<file path="src/sv/tcce_pkg.sv">
`default_nettype none
package tcce_pkg;

  localparam int SCREEN_W    = 480;
  localparam int SCREEN_H    = 320;
  localparam int EDGE_MARGIN = 4;

  localparam int FIFO_DEPTH  = 4;
  localparam int PTR_W       = $clog2(FIFO_DEPTH);
  localparam int CNT_W       = $clog2(FIFO_DEPTH + 1);

  localparam logic [1:0] ACT_CHAR  = 2'd0;
  localparam logic [1:0] ACT_CLEAR = 2'd1;
  localparam logic [1:0] ACT_SETBG = 2'd2;

  localparam logic [1:0] FONT_4X6  = 2'd0;
  localparam logic [1:0] FONT_8X8  = 2'd1;
  localparam logic [1:0] FONT_8X16 = 2'd2;
  localparam logic [1:0] FONT_NONE = 2'd3;

  localparam logic [7:0] CH_BS  = 8'd8;
  localparam logic [7:0] CH_TAB = 8'd9;
  localparam logic [7:0] CH_LF  = 8'd10;
  localparam logic [7:0] CH_CR  = 8'd13;
  localparam logic [6:0] GLYPH_SUBST = 7'd63;

  localparam logic [23:0] FG_RESET_RGB = 24'hE8E8E8;
  localparam logic [23:0] BG_RESET_RGB = 24'h202428;

  typedef enum logic [1:0] {
    CFG_ENABLE = 2'd0,
    CFG_FONT   = 2'd1,
    CFG_FG     = 2'd2
  } cfg_idx_t;

  typedef enum logic [1:0] {
    OP_DRAW   = 2'd0,
    OP_ERASE  = 2'd1,
    OP_SCROLL = 2'd2,
    OP_FILL   = 2'd3
  } op_t;

  typedef enum logic [2:0] {
    K_PRINT,
    K_CR,
    K_LF,
    K_BS,
    K_TAB,
    K_CLEAR,
    K_SETBG
  } kind_t;

  typedef struct packed {
    kind_t       kind;
    logic [6:0]  glyph;
    logic [15:0] color;
  } cmd_t;

  typedef struct packed {
    logic full;
    logic empty;
  } fifo_stat_t;

  typedef struct packed {
    op_t         op;
    logic [8:0]  pos_x;
    logic [8:0]  pos_y;
    logic [6:0]  glyph;
    logic [15:0] fore;
    logic [15:0] back;
    logic [3:0]  cell_w;
    logic [4:0]  cell_h;
    logic        last;
  } res_t;

  function automatic logic [15:0] to565s(input logic [23:0] rgb);
    logic [15:0] v;
    v = {rgb[23:19], rgb[15:10], rgb[7:3]};
    return {v[7:0], v[15:8]};
  endfunction

  localparam logic [15:0] BG_RESET = to565s(BG_RESET_RGB);

endpackage
`default_nettype wire

</file>
<file path="src/sv/tcce_front.sv">
`default_nettype none
module tcce_front
  import tcce_pkg::*;
(
  input  wire logic        in_valid,
  output logic             in_ready,
  input  wire logic [1:0]  action,
  input  wire logic [7:0]  char_code,
  input  wire logic [23:0] color_rgb,
  input  wire logic        enable,
  input  wire fifo_stat_t  stat,
  output logic             push,
  output cmd_t             cmd
);

  logic keep;

  always_comb begin
    keep      = 1'b1;
    cmd.kind  = K_PRINT;
    cmd.glyph = char_code[7] ? GLYPH_SUBST : char_code[6:0];
    cmd.color = to565s(color_rgb);
    case (action)
      ACT_CHAR: begin
        case (char_code)
          CH_CR:   cmd.kind = K_CR;
          CH_LF:   cmd.kind = K_LF;
          CH_BS:   cmd.kind = K_BS;
          CH_TAB:  cmd.kind = K_TAB;
          default: cmd.kind = K_PRINT;
        endcase
      end
      ACT_CLEAR: cmd.kind = K_CLEAR;
      ACT_SETBG: cmd.kind = K_SETBG;
      default:   keep = 1'b0;
    endcase
  end

  assign in_ready = !stat.full;
  assign push     = in_valid && in_ready && enable && keep;

endmodule
`default_nettype wire

</file>
<file path="src/sv/tcce_fifo.sv">
`default_nettype none
module tcce_fifo
  import tcce_pkg::*;
(
  input  wire logic clk,
  input  wire logic rst,
  input  wire logic push,
  input  wire cmd_t cmd_in,
  input  wire logic pop,
  output cmd_t      cmd_out,
  output fifo_stat_t stat
);

  cmd_t             mem [FIFO_DEPTH];
  logic [PTR_W-1:0] wr_ptr;
  logic [PTR_W-1:0] rd_ptr;
  logic [CNT_W-1:0] count;

  always_ff @(posedge clk) begin
    if (push) begin
      mem[wr_ptr] <= cmd_in;
    end
  end

  always_ff @(posedge clk) begin
    if (rst) begin
      wr_ptr <= '0;
      rd_ptr <= '0;
      count  <= '0;
    end else begin
      if (push) begin
        wr_ptr <= wr_ptr + PTR_W'(1);
      end
      if (pop) begin
        rd_ptr <= rd_ptr + PTR_W'(1);
      end
      if (push && !pop) begin
        count <= count + CNT_W'(1);
      end else if (pop && !push) begin
        count <= count - CNT_W'(1);
      end
    end
  end

  assign cmd_out    = mem[rd_ptr];
  assign stat.full  = (count == CNT_W'(FIFO_DEPTH));
  assign stat.empty = (count == '0);

endmodule
`default_nettype wire

</file>
<file path="src/sv/tcce_back.sv">
`default_nettype none
module tcce_back
  import tcce_pkg::*;
(
  input  wire logic        clk,
  input  wire logic        rst,
  input  wire cmd_t        cmd,
  input  wire fifo_stat_t  stat,
  output logic             pop,
  input  wire logic [1:0]  font_select,
  input  wire logic [23:0] fg_rgb,
  output logic             out_valid,
  input  wire logic        out_ready,
  output res_t             res
);

  localparam logic [9:0] MARGIN = 10'(EDGE_MARGIN);

  logic [9:0]  cx;
  logic [8:0]  cy;
  logic [15:0] bg;
  logic        hold_valid;
  res_t        hold;

  logic [3:0]  w;
  logic [4:0]  h;
  logic [15:0] fg565;
  logic [9:0]  y_lf;
  logic        scroll;
  logic [8:0]  cy_lf;
  logic        wrap;
  logic [9:0]  cx_eff;
  logic [8:0]  cy_eff;
  logic [9:0]  cx_bs;
  logic [6:0]  tab;
  logic [10:0] d;
  logic [11:0] nx;
  logic        tab_wrap;
  logic [1:0]  n;
  res_t        r0;
  res_t        r1;
  logic [9:0]  cx_next;
  logic [8:0]  cy_next;
  logic [15:0] bg_next;
  logic        load;

  function automatic res_t make_res(input op_t o, input logic [8:0] x, input logic [8:0] y,
                                    input logic [6:0] g, input logic [15:0] f,
                                    input logic [15:0] b, input logic [3:0] cw,
                                    input logic [4:0] ch, input logic lst);
    res_t r;
    r.op     = o;
    r.pos_x  = x;
    r.pos_y  = y;
    r.glyph  = g;
    r.fore   = f;
    r.back   = b;
    r.cell_w = cw;
    r.cell_h = ch;
    r.last   = lst;
    return r;
  endfunction

  always_comb begin
    w      = (font_select == FONT_4X6) ? 4'd4 : 4'd8;
    h      = (font_select == FONT_4X6) ? 5'd6 : ((font_select == FONT_8X16) ? 5'd16 : 5'd8);
    fg565  = to565s(fg_rgb);

    y_lf   = {1'b0, cy} + 10'(h);
    scroll = ({1'b0, y_lf} + 11'(h)) > 11'(SCREEN_H);
    cy_lf  = scroll ? cy : y_lf[8:0];

    wrap   = ({1'b0, cx} + 11'(w)) > 11'(SCREEN_W - EDGE_MARGIN);
    cx_eff = wrap ? MARGIN : cx;
    cy_eff = wrap ? cy_lf : cy;

    cx_bs  = (cx >= 10'(w)) ? (cx - 10'(w)) : '0;

    tab      = {w, 3'b000};
    d        = {1'b0, cx} - 11'(EDGE_MARGIN) + 11'(tab);
    nx       = 12'(EDGE_MARGIN) + {1'b0, d & ~(11'(tab) - 11'd1)};
    tab_wrap = (nx + 12'(w)) > 12'(SCREEN_W);
  end

  always_comb begin
    n       = 2'd0;
    r0      = make_res(OP_SCROLL, '0, '0, '0, '0, bg, w, h, 1'b1);
    r1      = make_res(OP_DRAW, cx_eff[8:0], cy_eff, cmd.glyph, fg565, bg, w, h, 1'b1);
    cx_next = cx;
    cy_next = cy;
    bg_next = bg;
    case (cmd.kind)
      K_CLEAR: begin
        bg_next = cmd.color;
        n       = 2'd1;
        r0      = make_res(OP_FILL, '0, '0, '0, '0, cmd.color, w, h, 1'b1);
        cx_next = MARGIN;
        cy_next = MARGIN[8:0];
      end
      K_SETBG: begin
        bg_next = cmd.color;
      end
      K_CR: begin
        cx_next = MARGIN;
      end
      K_LF: begin
        cx_next = MARGIN;
        cy_next = cy_lf;
        n       = scroll ? 2'd1 : 2'd0;
      end
      K_BS: begin
        if (cx > MARGIN) begin
          cx_next = cx_bs;
          n       = 2'd1;
          r0      = make_res(OP_ERASE, cx_bs[8:0], cy, '0, '0, bg, w, h, 1'b1);
        end
      end
      K_TAB: begin
        if (tab_wrap) begin
          cx_next = MARGIN;
          cy_next = cy_lf;
          n       = scroll ? 2'd1 : 2'd0;
        end else begin
          cx_next = nx[9:0];
        end
      end
      K_PRINT: begin
        cx_next = cx_eff + 10'(w);
        cy_next = cy_eff;
        if (wrap && scroll) begin
          n       = 2'd2;
          r0.last = 1'b0;
        end else begin
          n  = 2'd1;
          r0 = r1;
        end
      end
      default: begin
        n = 2'd0;
      end
    endcase
  end

  assign load = !out_valid || out_ready;
  assign pop  = load && !hold_valid && !stat.empty;

  always_ff @(posedge clk) begin
    if (rst) begin
      out_valid  <= 1'b0;
      hold_valid <= 1'b0;
      cx         <= MARGIN;
      cy         <= MARGIN[8:0];
      bg         <= BG_RESET;
    end else if (load) begin
      if (hold_valid) begin
        out_valid  <= 1'b1;
        hold_valid <= 1'b0;
      end else if (pop) begin
        out_valid  <= (n != 2'd0);
        hold_valid <= (n == 2'd2);
        cx         <= cx_next;
        cy         <= cy_next;
        bg         <= bg_next;
      end else begin
        out_valid <= 1'b0;
      end
    end
  end

  always_ff @(posedge clk) begin
    if (load) begin
      if (hold_valid) begin
        res <= hold;
      end else if (pop) begin
        res  <= r0;
        hold <= r1;
      end
    end
  end

endmodule
`default_nettype wire

</file>
<file path="src/sv/text_console_cursor_engine.sv">
// Channel  Signals                                    Moves
// in       in_valid/in_ready, action, char_code,      one console request
//          color_rgb
// cfg      cfg_valid/cfg_ready, cfg_index, cfg_data   one register write
// out      out_valid/out_ready, op .. last            one drawing command
//
// A request enters a four-entry queue in the cycle it is accepted; in_ready drops only
// when the queue is full. The back end makes at most one command per request, two for a
// character that wraps and scrolls; the first is loaded into the output register as its
// request is popped, a second waits in a hold register, popping nothing, until the first
// is taken. Reset sets the pen to the margin, the background to 0x2521, the registers to
// enable 1, 8x8 font, foreground 0xE8E8E8, and empties the queue.
// A stalled output holds the back end; the queue keeps taking requests until full.
`default_nettype none
module text_console_cursor_engine
  import tcce_pkg::*;
(
  input  wire logic        clk,
  input  wire logic        rst,
  input  wire logic        in_valid,
  output logic             in_ready,
  input  wire logic [1:0]  action,
  input  wire logic [7:0]  char_code,
  input  wire logic [23:0] color_rgb,
  input  wire logic        cfg_valid,
  output logic             cfg_ready,
  input  wire logic [1:0]  cfg_index,
  input  wire logic [23:0] cfg_data,
  output logic             out_valid,
  input  wire logic        out_ready,
  output logic [1:0]       op,
  output logic [8:0]       pos_x,
  output logic [8:0]       pos_y,
  output logic [6:0]       glyph,
  output logic [15:0]      fore565,
  output logic [15:0]      back565,
  output logic [3:0]       cell_w,
  output logic [4:0]       cell_h,
  output logic             last
);

  logic        enable;
  logic [1:0]  font_select;
  logic [23:0] fg_rgb;

  logic        push;
  logic        pop;
  cmd_t        cmd_in;
  cmd_t        cmd_out;
  fifo_stat_t  stat;
  res_t        res;

  assign cfg_ready = 1'b1;

  always_ff @(posedge clk) begin
    if (rst) begin
      enable      <= 1'b1;
      font_select <= FONT_8X8;
      fg_rgb      <= FG_RESET_RGB;
    end else if (cfg_valid && cfg_ready) begin
      case (cfg_idx_t'(cfg_index))
        CFG_ENABLE: enable <= cfg_data[0];
        CFG_FONT: begin
          if (cfg_data[1:0] != FONT_NONE) begin
            font_select <= cfg_data[1:0];
          end
        end
        CFG_FG:     fg_rgb <= cfg_data;
        default:    enable <= enable;
      endcase
    end
  end

  tcce_front u_front (
    .in_valid  (in_valid),
    .in_ready  (in_ready),
    .action    (action),
    .char_code (char_code),
    .color_rgb (color_rgb),
    .enable    (enable),
    .stat      (stat),
    .push      (push),
    .cmd       (cmd_in)
  );

  tcce_fifo u_fifo (
    .clk     (clk),
    .rst     (rst),
    .push    (push),
    .cmd_in  (cmd_in),
    .pop     (pop),
    .cmd_out (cmd_out),
    .stat    (stat)
  );

  tcce_back u_back (
    .clk         (clk),
    .rst         (rst),
    .cmd         (cmd_out),
    .stat        (stat),
    .pop         (pop),
    .font_select (font_select),
    .fg_rgb      (fg_rgb),
    .out_valid   (out_valid),
    .out_ready   (out_ready),
    .res         (res)
  );

  assign op      = res.op;
  assign pos_x   = res.pos_x;
  assign pos_y   = res.pos_y;
  assign glyph   = res.glyph;
  assign fore565 = res.fore;
  assign back565 = res.back;
  assign cell_w  = res.cell_w;
  assign cell_h  = res.cell_h;
  assign last    = res.last;

`ifndef SYNTHESIS
  a_scroll_origin: assert property (@(posedge clk) disable iff (rst)
    out_valid && op == OP_SCROLL |-> pos_x == 9'd0 && pos_y == 9'd0)
    else $error("scroll command carries a position");

  a_fore_draw_only: assert property (@(posedge clk) disable iff (rst)
    out_valid && op != OP_DRAW |-> fore565 == 16'd0 && glyph == 7'd0)
    else $error("non-draw command carries glyph or foreground");

  a_final_cmds: assert property (@(posedge clk) disable iff (rst)
    out_valid && (op == OP_DRAW || op == OP_FILL || op == OP_ERASE) |-> last)
    else $error("draw, erase or fill command not marked last");

  a_cell_pair: assert property (@(posedge clk) disable iff (rst)
    out_valid && cell_w == 4'd4 |-> cell_h == 5'd6)
    else $error("cell width and height disagree");
`endif

endmodule
`default_nettype wire
</file>
<file path="config.mk">
export PLATFORM = sky130hd
export DESIGN_NAME = text_console_cursor_engine
export DESIGN_NICKNAME = d
export VERILOG_FILES = /design/src/sv/tcce_pkg.sv /design/src/sv/tcce_front.sv /design/src/sv/tcce_fifo.sv /design/src/sv/tcce_back.sv /design/src/sv/text_console_cursor_engine.sv
export SDC_FILE = /design/constraint.sdc
export NUM_CORES = 1
export LEC_CHECK = 0
export ABC_AREA = 0
export ABC_CLOCK_PERIOD_IN_PS = 3850
export BUFFER_PORTS_ARGS = -buffer_cell sky130_fd_sc_hd__buf_4
export CAP_MARGIN = 20
export CORE_UTILIZATION = 45
export CTS_BUF_LIST = sky130_fd_sc_hd__clkbuf_4 sky130_fd_sc_hd__clkbuf_8
export DETAILED_ROUTE_END_ITERATION = 10
export PLACE_DENSITY = 0.7
export SLEW_MARGIN = 20
export SYNTH_ARGS = -nofsm -noshare
export SYNTH_HDL_FRONTEND = slang
export SYNTH_SLANG_ARGS = --single-unit
</file>
<file path="constraint.sdc">
create_clock -name clk -period 3.85 [get_ports clk]
set_input_delay 0.385 -clock clk [delete_from_list [all_inputs] [get_ports clk]]
set_output_delay 0.385 -clock clk [all_outputs]
set_load 0.03 [all_outputs]
</file>
==> results of run 1 <==
-- cells in the mapped netlist (all sizes together) (24+ instances only) --
cell / instances
a21oi: 52
ha: 30
a22o: 24
o21ai: 56
nor2: 52
edfxtp: 227
mux4: 25
buf: 37
inv: 35
clkbuf: 34
dfxtp: 64
nand3b: 25
nor3: 25
nand2: 144
-- stage by stage --
stage / std cells / power (W) / TNS [ns] / setup slack, ns
floorplan: 1098 / 0.00747 / -0.0262 / -0.0262
global placement: 1611 / 0.00891 / -2.59 / -0.148
detailed placement: 1611 / 0.00899 / -0.413 / -0.0968
CTS: 1718 / 0.0120 / 0 / 0.0126
global route: 1723 / 0.0126 / -0.0175 / -0.0125
finish: 1723 / 0.0120 / 0 / 0.0946
-- timing repair --
| item | CTS | global route |
|---|---|---|
| hold endpoints to repair | 57 | 0 |
| hold buffers | 15 | 0 |
| gates cloned | 0 | 0 |
| setup endpoints to repair | 38 | 57 |
| pin swaps | 0 | 24 |
| setup buffers | 0 | 5 |
| gates resized for setup | 3 | 41 |
-- logic make-up (layout without fill, tap and decap cells) --
logic type	count (synthesis)	count (layout)	share of synthesized area (%)
AOI/OAI and AO/OA	224	224	12.0
xor gates and xnor gates	31	31	1.99
adders and majority gates	34	34	3.33
buffers and inverters	107	342	3.78
DFF	291	291	59.3
muxes	56	56	6.55
other	2	5	0.0550
and+or+nand+nor	350	350	13.0
-- sequential cells by signal, indices dropped and copies added (netlist names), 2 cells and up, named ones only --
signal	flops
u_fifo.mem	104
u_back.bg	16
u_back.hold	60
u_fifo.rd_ptr	2
u_back.res	63
u_fifo.count	3
fg_rgb	16
font_select	2
u_back.cy	8
u_fifo.wr_ptr	2
u_back.cx	10
-- final cells by class --
type / count / area share [%]
Multi-Input combinational cell: 700 / 31.7
Inverter: 36 / 0.820
Tap cell: 390 / 2.91
Clock inverter: 30 / 1.71
Timing Repair Buffer: 214 / 9.95
Sequential cell: 291 / 48.3
Clock buffer: 62 / 4.64
-- per-layer routing --
layer  share of wire (%)  GRT usage [%]  vias to the layer above
met5                   0              0                        -
met4                 2.8           7.86                        0
met3                 6.0           3.38                       67
met2                  49           35.3                      341
met1                  43           28.9                     4710
li1                    -              -                     4505
-- worst max-delay path, cell delays in order, from the launching register on --
cell      delay [ns]
dfxtp_1         0.31
or2_4           0.30
inv_4           0.09
nand2_2         0.06
fa_2            0.44
or4_4           0.51
a21oi_4         0.18
o221ai_2        0.12
and2_4          0.18
nand2_2         0.09
inv_1           0.06
ha_1            0.28
a21oi_2         0.16
nor2_1          0.07
and3_4          0.19
a32oi_2         0.18
nor2_1          0.06
a221oi_1        0.25
a211oi_1        0.08
-- report_power, final --
group | leakage (nW) | total (W) | switching, W | internal, W
Sequential | 2.65 | 0.00473 | 0.000299 | 0.00443
Combinational | 3.09 | 0.00430 | 0.00278 | 0.00152
Clock | 0.560 | 0.00295 | 0.00127 | 0.00168
-- worst max path at each step --
stage | to | slack [ns] | depth (start not counted)
after floorplan | u_back.cx[8] | -0.03 | 17
after global placement | u_back.res[51] | -0.15 | 17
after detailed placement | u_back.res[51] | -0.1 | 16
after CTS | u_back.hold[51] | 0.01 | 15
after global routing | u_back.cx[7] | -0.01 | 18
final | u_back.cx[7] | 0.09 | 18
==> flow_summary.yaml, run 1 <==
outcome:
  outcome: "finished clean"
yosys:
  synth-seq-area-share_pct: 59.3
  ys_ff_latch: 291
  syn_avg_cell_area_sq_um: 12.5
  netlist_instances: 1095
  synth-warning-count: 0
  synth_area_leader_cell: "edfxtp_1"
  yosys_most_used_dff: "edfxtp_1"
  synth_edf_count: 227
  ys_types: 102
  syn-cell-area_sq_um: 13700
  synth_area_leaders: "edfxtp_1 50%, dfxtp_1 9.4%, mux4_2 4.1%"
  async_flop_share_pct: 0
  synth_top_area_share_pct: 49.9
routing:
  drt_pass1_iterations: 5
  via_count: 9623
  viasPerCell: 5.59
  drtAntennaViolNets: 0
  drt_iter0_markers: 739
  drt_wl_total_mm: 33.4
  wire_per_inst_um: 19.4
  drc: 0
floorplanning:
  start_util_pct: 45.9
  placementRows: 63
  io_pins: 137
  core-area_sq_um: 29800
  die_y_um: 176
  die-area_sq_um: 31100
  die_w_um: 176
worst_setup_path:
  arrival_ns: 4.17
  r2r_slack_ns: 0.09
  critical_path_class: "flip-flop to flip-flop"
  timing.rr.start: "font_select[1]"
  worst_ep_required_time_ns: 4.27
  ff2ff_path_depth: 18
  critPathLaunch: "font_select[1]"
  r2r-end: "u_back.cx[7]"
  end_kind: "flip-flop"
  startpoint_type: "flip-flop"
  cp_max_fo: 5
finish:
  fillers: 2473
  mostFrequentLayoutCell: "edfxtp_1"
  drive_gt1_share_pct: 29.8
  syn_to_final_growth_pct: 22.7
  seqCellArea_sq_um: 8100
  layout_common_cells: "227 x edfxtp_1, 197 x buf_4, 136 x nand2_1"
  fin_nets: 1391
  fin_area_sq_um: 16800
  multiInputGateArea_sq_um: 5320
  diodes: 0
  post-route-util_pct: 56.3
grt:
  grt_max_degree: 64
  antenna_found_initial: 0
  grt_overflow_total: 0
  grt_first_pass_wirelength_mm: 51.5
  grt_use_total_pct: 21.5
  grt_pass1_vias: 9427
timing:
  period_needed_ns: 3.76
  setup_viol: 0
  period_share_pct: 97.5
  worstMarginPinSlew_ns: 0.809
  maxSlewHeadroom_pct: 45.6
  final_max_slew_viol_count: 0
  worst_hold_slack_ns: 0.0236
  clock_skew_ns: 0.0188
  hold_viol: 0
  max_freq_mhz: 266
place:
  dp_hpwl_mm: 22.6
  place_congestion: 0.923
  placed_area_sq_um: 15300
  io_buffers: 117
power:
  pwr_density_cell_nw_per_um2: 714
  leakagePower_nw: 6.30
  ir_drop_uv: 338
clocking:
  worstSkewPairLatency_ns: 0.58
  cts_tree: "built"
  cts_max_path_buffers: 3
  numCtsBuffers: 49
  htreeDepth: 2
  cts.sinks: 291
  cts_root_buf: "clkbuf_8"
  clk_pin_slew_ns: 0.06
hold_path:
  hold_class: "primary input to flip-flop"
  holdPathStages: 1
  min_to: "u_fifo.mem[2][2]"
  holdCritStartpoint: "color_rgb[15]"
flow_run:
  cap_viol_max_count: 0
(Power assumes the default switching activity.)
==> run 2: changes to the inputs <==
--- a/config.mk
+++ b/config.mk
@@ -10,7 +10,6 @@
 export BUFFER_PORTS_ARGS = -buffer_cell sky130_fd_sc_hd__buf_4
 export CAP_MARGIN = 20
 export CORE_UTILIZATION = 45
-export CTS_BUF_LIST = sky130_fd_sc_hd__clkbuf_4 sky130_fd_sc_hd__clkbuf_8
 export DETAILED_ROUTE_END_ITERATION = 10
 export PLACE_DENSITY = 0.7
 export SLEW_MARGIN = 20
==> run 2 against run 1 <==
Net effect:
- clock-buffer cell count fell by 21
- clock power barely moved
- design area fell by 0.97%
- die area did not move
- setup slack improved by 0.0063 ns
- critical path depth fell by 1
- sequential share of layout area rose by 0.47 points
- first-iteration DRC count rose by 1.9%
- critical endpoint is now u_back.cx[8]
- largest cell class unchanged
- highest routed layer unchanged
==> flow_summary.yaml, run 2 (same netlist as run 1, synthesis figures left out) <==
outcome:
  outcome: "finished clean"
hold_path:
  hold_class: "primary input to flip-flop"
worst_setup_path:
  cp_max_fo: 5
  r2r_slack_ns: 0.10
  critical_path_class: "flip-flop to flip-flop"
  startpoint_type: "flip-flop"
  worst_ep_required_time_ns: 4.34
  arrival_ns: 4.24
  end_kind: "flip-flop"
timing:
  rsz0062_at_grt: "true"
  max_freq_mhz: 267
  hold_viol: 0
  final_max_slew_viol_count: 0
  maxSlewHeadroom_pct: 45.7
  period_share_pct: 97.4
  worst_slack_ns: 0.101
  worst_hold_slack_ns: 0.00984
  period_needed_ns: 3.75
  setup_viol: 0
  worstMarginPinSlew_ns: 0.805
  clock_skew_ns: 0.0217
place:
  pre_cts_ws_ns: -0.0968
  place_inst: 1611
  io_buffers: 117
  placed_area_sq_um: 15300
  place_congestion: 0.923
  dp_hpwl_mm: 22.6
clocking:
  cts.sinks: 291
  numCtsBuffers: 30
  cts_max_path_buffers: 3
  htreeDepth: 1
  cts_root_buf: "clkbuf_16"
  cts_tree: "built"
  clk_pin_slew_ns: 0.06
  worstSkewPairLatency_ns: 0.58
floorplanning:
  die_w_um: 176
  core-area_sq_um: 29800
  io_pins: 137
  die_y_um: 176
  start_util_pct: 45.9
  placementRows: 63
  die-area_sq_um: 31100
finish:
  stdcell_count: 1677
  syn_to_final_growth_pct: 21.6
  reg.largest.list: "u_fifo.mem: 104 flops, u_back.res: 63 flops, u_back.hold: 60 flops"
  layout_common_cells: "227 x edfxtp_1, 196 x buf_4, 138 x nand2_1"
  largest_reg_flops: 104
  drive_gt1_share_pct: 27.9
  top_register: "u_fifo.mem"
  fin_area_sq_um: 16600
  diodes: 0
  fin_nets: 1362
  mostFrequentLayoutCell: "edfxtp_1"
grt:
  grt_first_pass_wirelength_mm: 51.0
  grt_overflow_total: 0
  grt_max_degree: 64
  antenna_found_initial: 0
  grt_use_total_pct: 21.2
  grt_pass1_vias: 9155
routing:
  viasPerCell: 5.62
  wire_per_inst_um: 19.8
  via_count: 9427
  drt_iter0_markers: 753
  drc: 0
  drtAntennaViolNets: 0
  drt_pass1_iterations: 5
  drt_wl_total_mm: 33.2
power:
  ir_drop_uv: 464
  leakagePower_nw: 6.20
  pwr_density_cell_nw_per_um2: 721
flow_run:
  cap_viol_max_count: 0
## run 2: cell count changes in the layout (fill, tap and decap cells not counted), sizes merged
cell	delta
buf	-1
bufinv	-4
clkbuf	-21
clkinv	-16
dlygate4sd3	-9
inv	+5
## run 2: worst paths after layout
path,startpoint,end,cells past startpoint
worst max-delay path,font_select[1],u_back.cx[8],17
worst min-delay path,color_rgb[20],u_fifo.mem[0][4],1
worst max register to register,font_select[1],u_back.cx[8],17
worst min register to register,fg_rgb[4],u_back.hold[35],0
## run 2: layer usage
layer	vias to the layer above	track usage (%)	wire [um]
met3	61	2.71	1860
met5	-	0	0
li1	4429	-	-
met4	0	7.10	877
met2	320	34.8	16000
met1	4617	29.1	14500
## run 2: cell type report
class / instances / area [sq um]
inverters: 36 / 138
clock inverters: 15 / 144
multi-input cells: 700 / 5290
well taps: 390 / 488
flip-flops and latches: 291 / 8100
fillers: 2465 / 13200
clock buffers: 41 / 886
repair buffers: 204 / 1570
## run 2: repair_timing
action,4_1_cts,5_1_grt
endpoints found under the setup margin,40,57
hold buffers,5,1
endpoints found under the hold margin,17,4
resized for setup,2,36
setup buffers,0,4
pin swaps,0,15
## run 2: critical path, stage by stage, from the launching register on
cell	delay (ns)
dfxtp_1	0.31
or2_4	0.30
inv_4	0.08
nand2_1	0.08
fa_2	0.44
or4_4	0.45
a21oi_4	0.18
o221ai_2	0.13
and2_4	0.18
nand2b_4	0.07
ha_2	0.17
inv_1	0.05
fa_2	0.36
nor2_4	0.10
nand2_1	0.07
mux2_2	0.27
o22a_1	0.19
a221oi_2	0.24
## run 2: power by group
group / switching (W) / internal, W / total (W)
Combinational: 0.00277 / 0.00151 / 0.00428
Sequential: 0.000302 / 0.00443 / 0.00473
Clock: 0.00126 / 0.00170 / 0.00296
Total: 0.00433 / 0.00764 / 0.0120
## run 2: through the flow
| stage | power, W | TNS (ns) | utilization [%] |
|---|---|---|---|
| after floorplan | 0.00747 | -0.0262 | - |
| after global placement | 0.00891 | -2.59 | 51.4 |
| after detailed placement | 0.00899 | -0.413 | 51.4 |
| after CTS | 0.0120 | 0 | 55.1 |
| after global routing | 0.0125 | -0.0748 | 55.8 |
| final | 0.0120 | 0 | 55.8 |
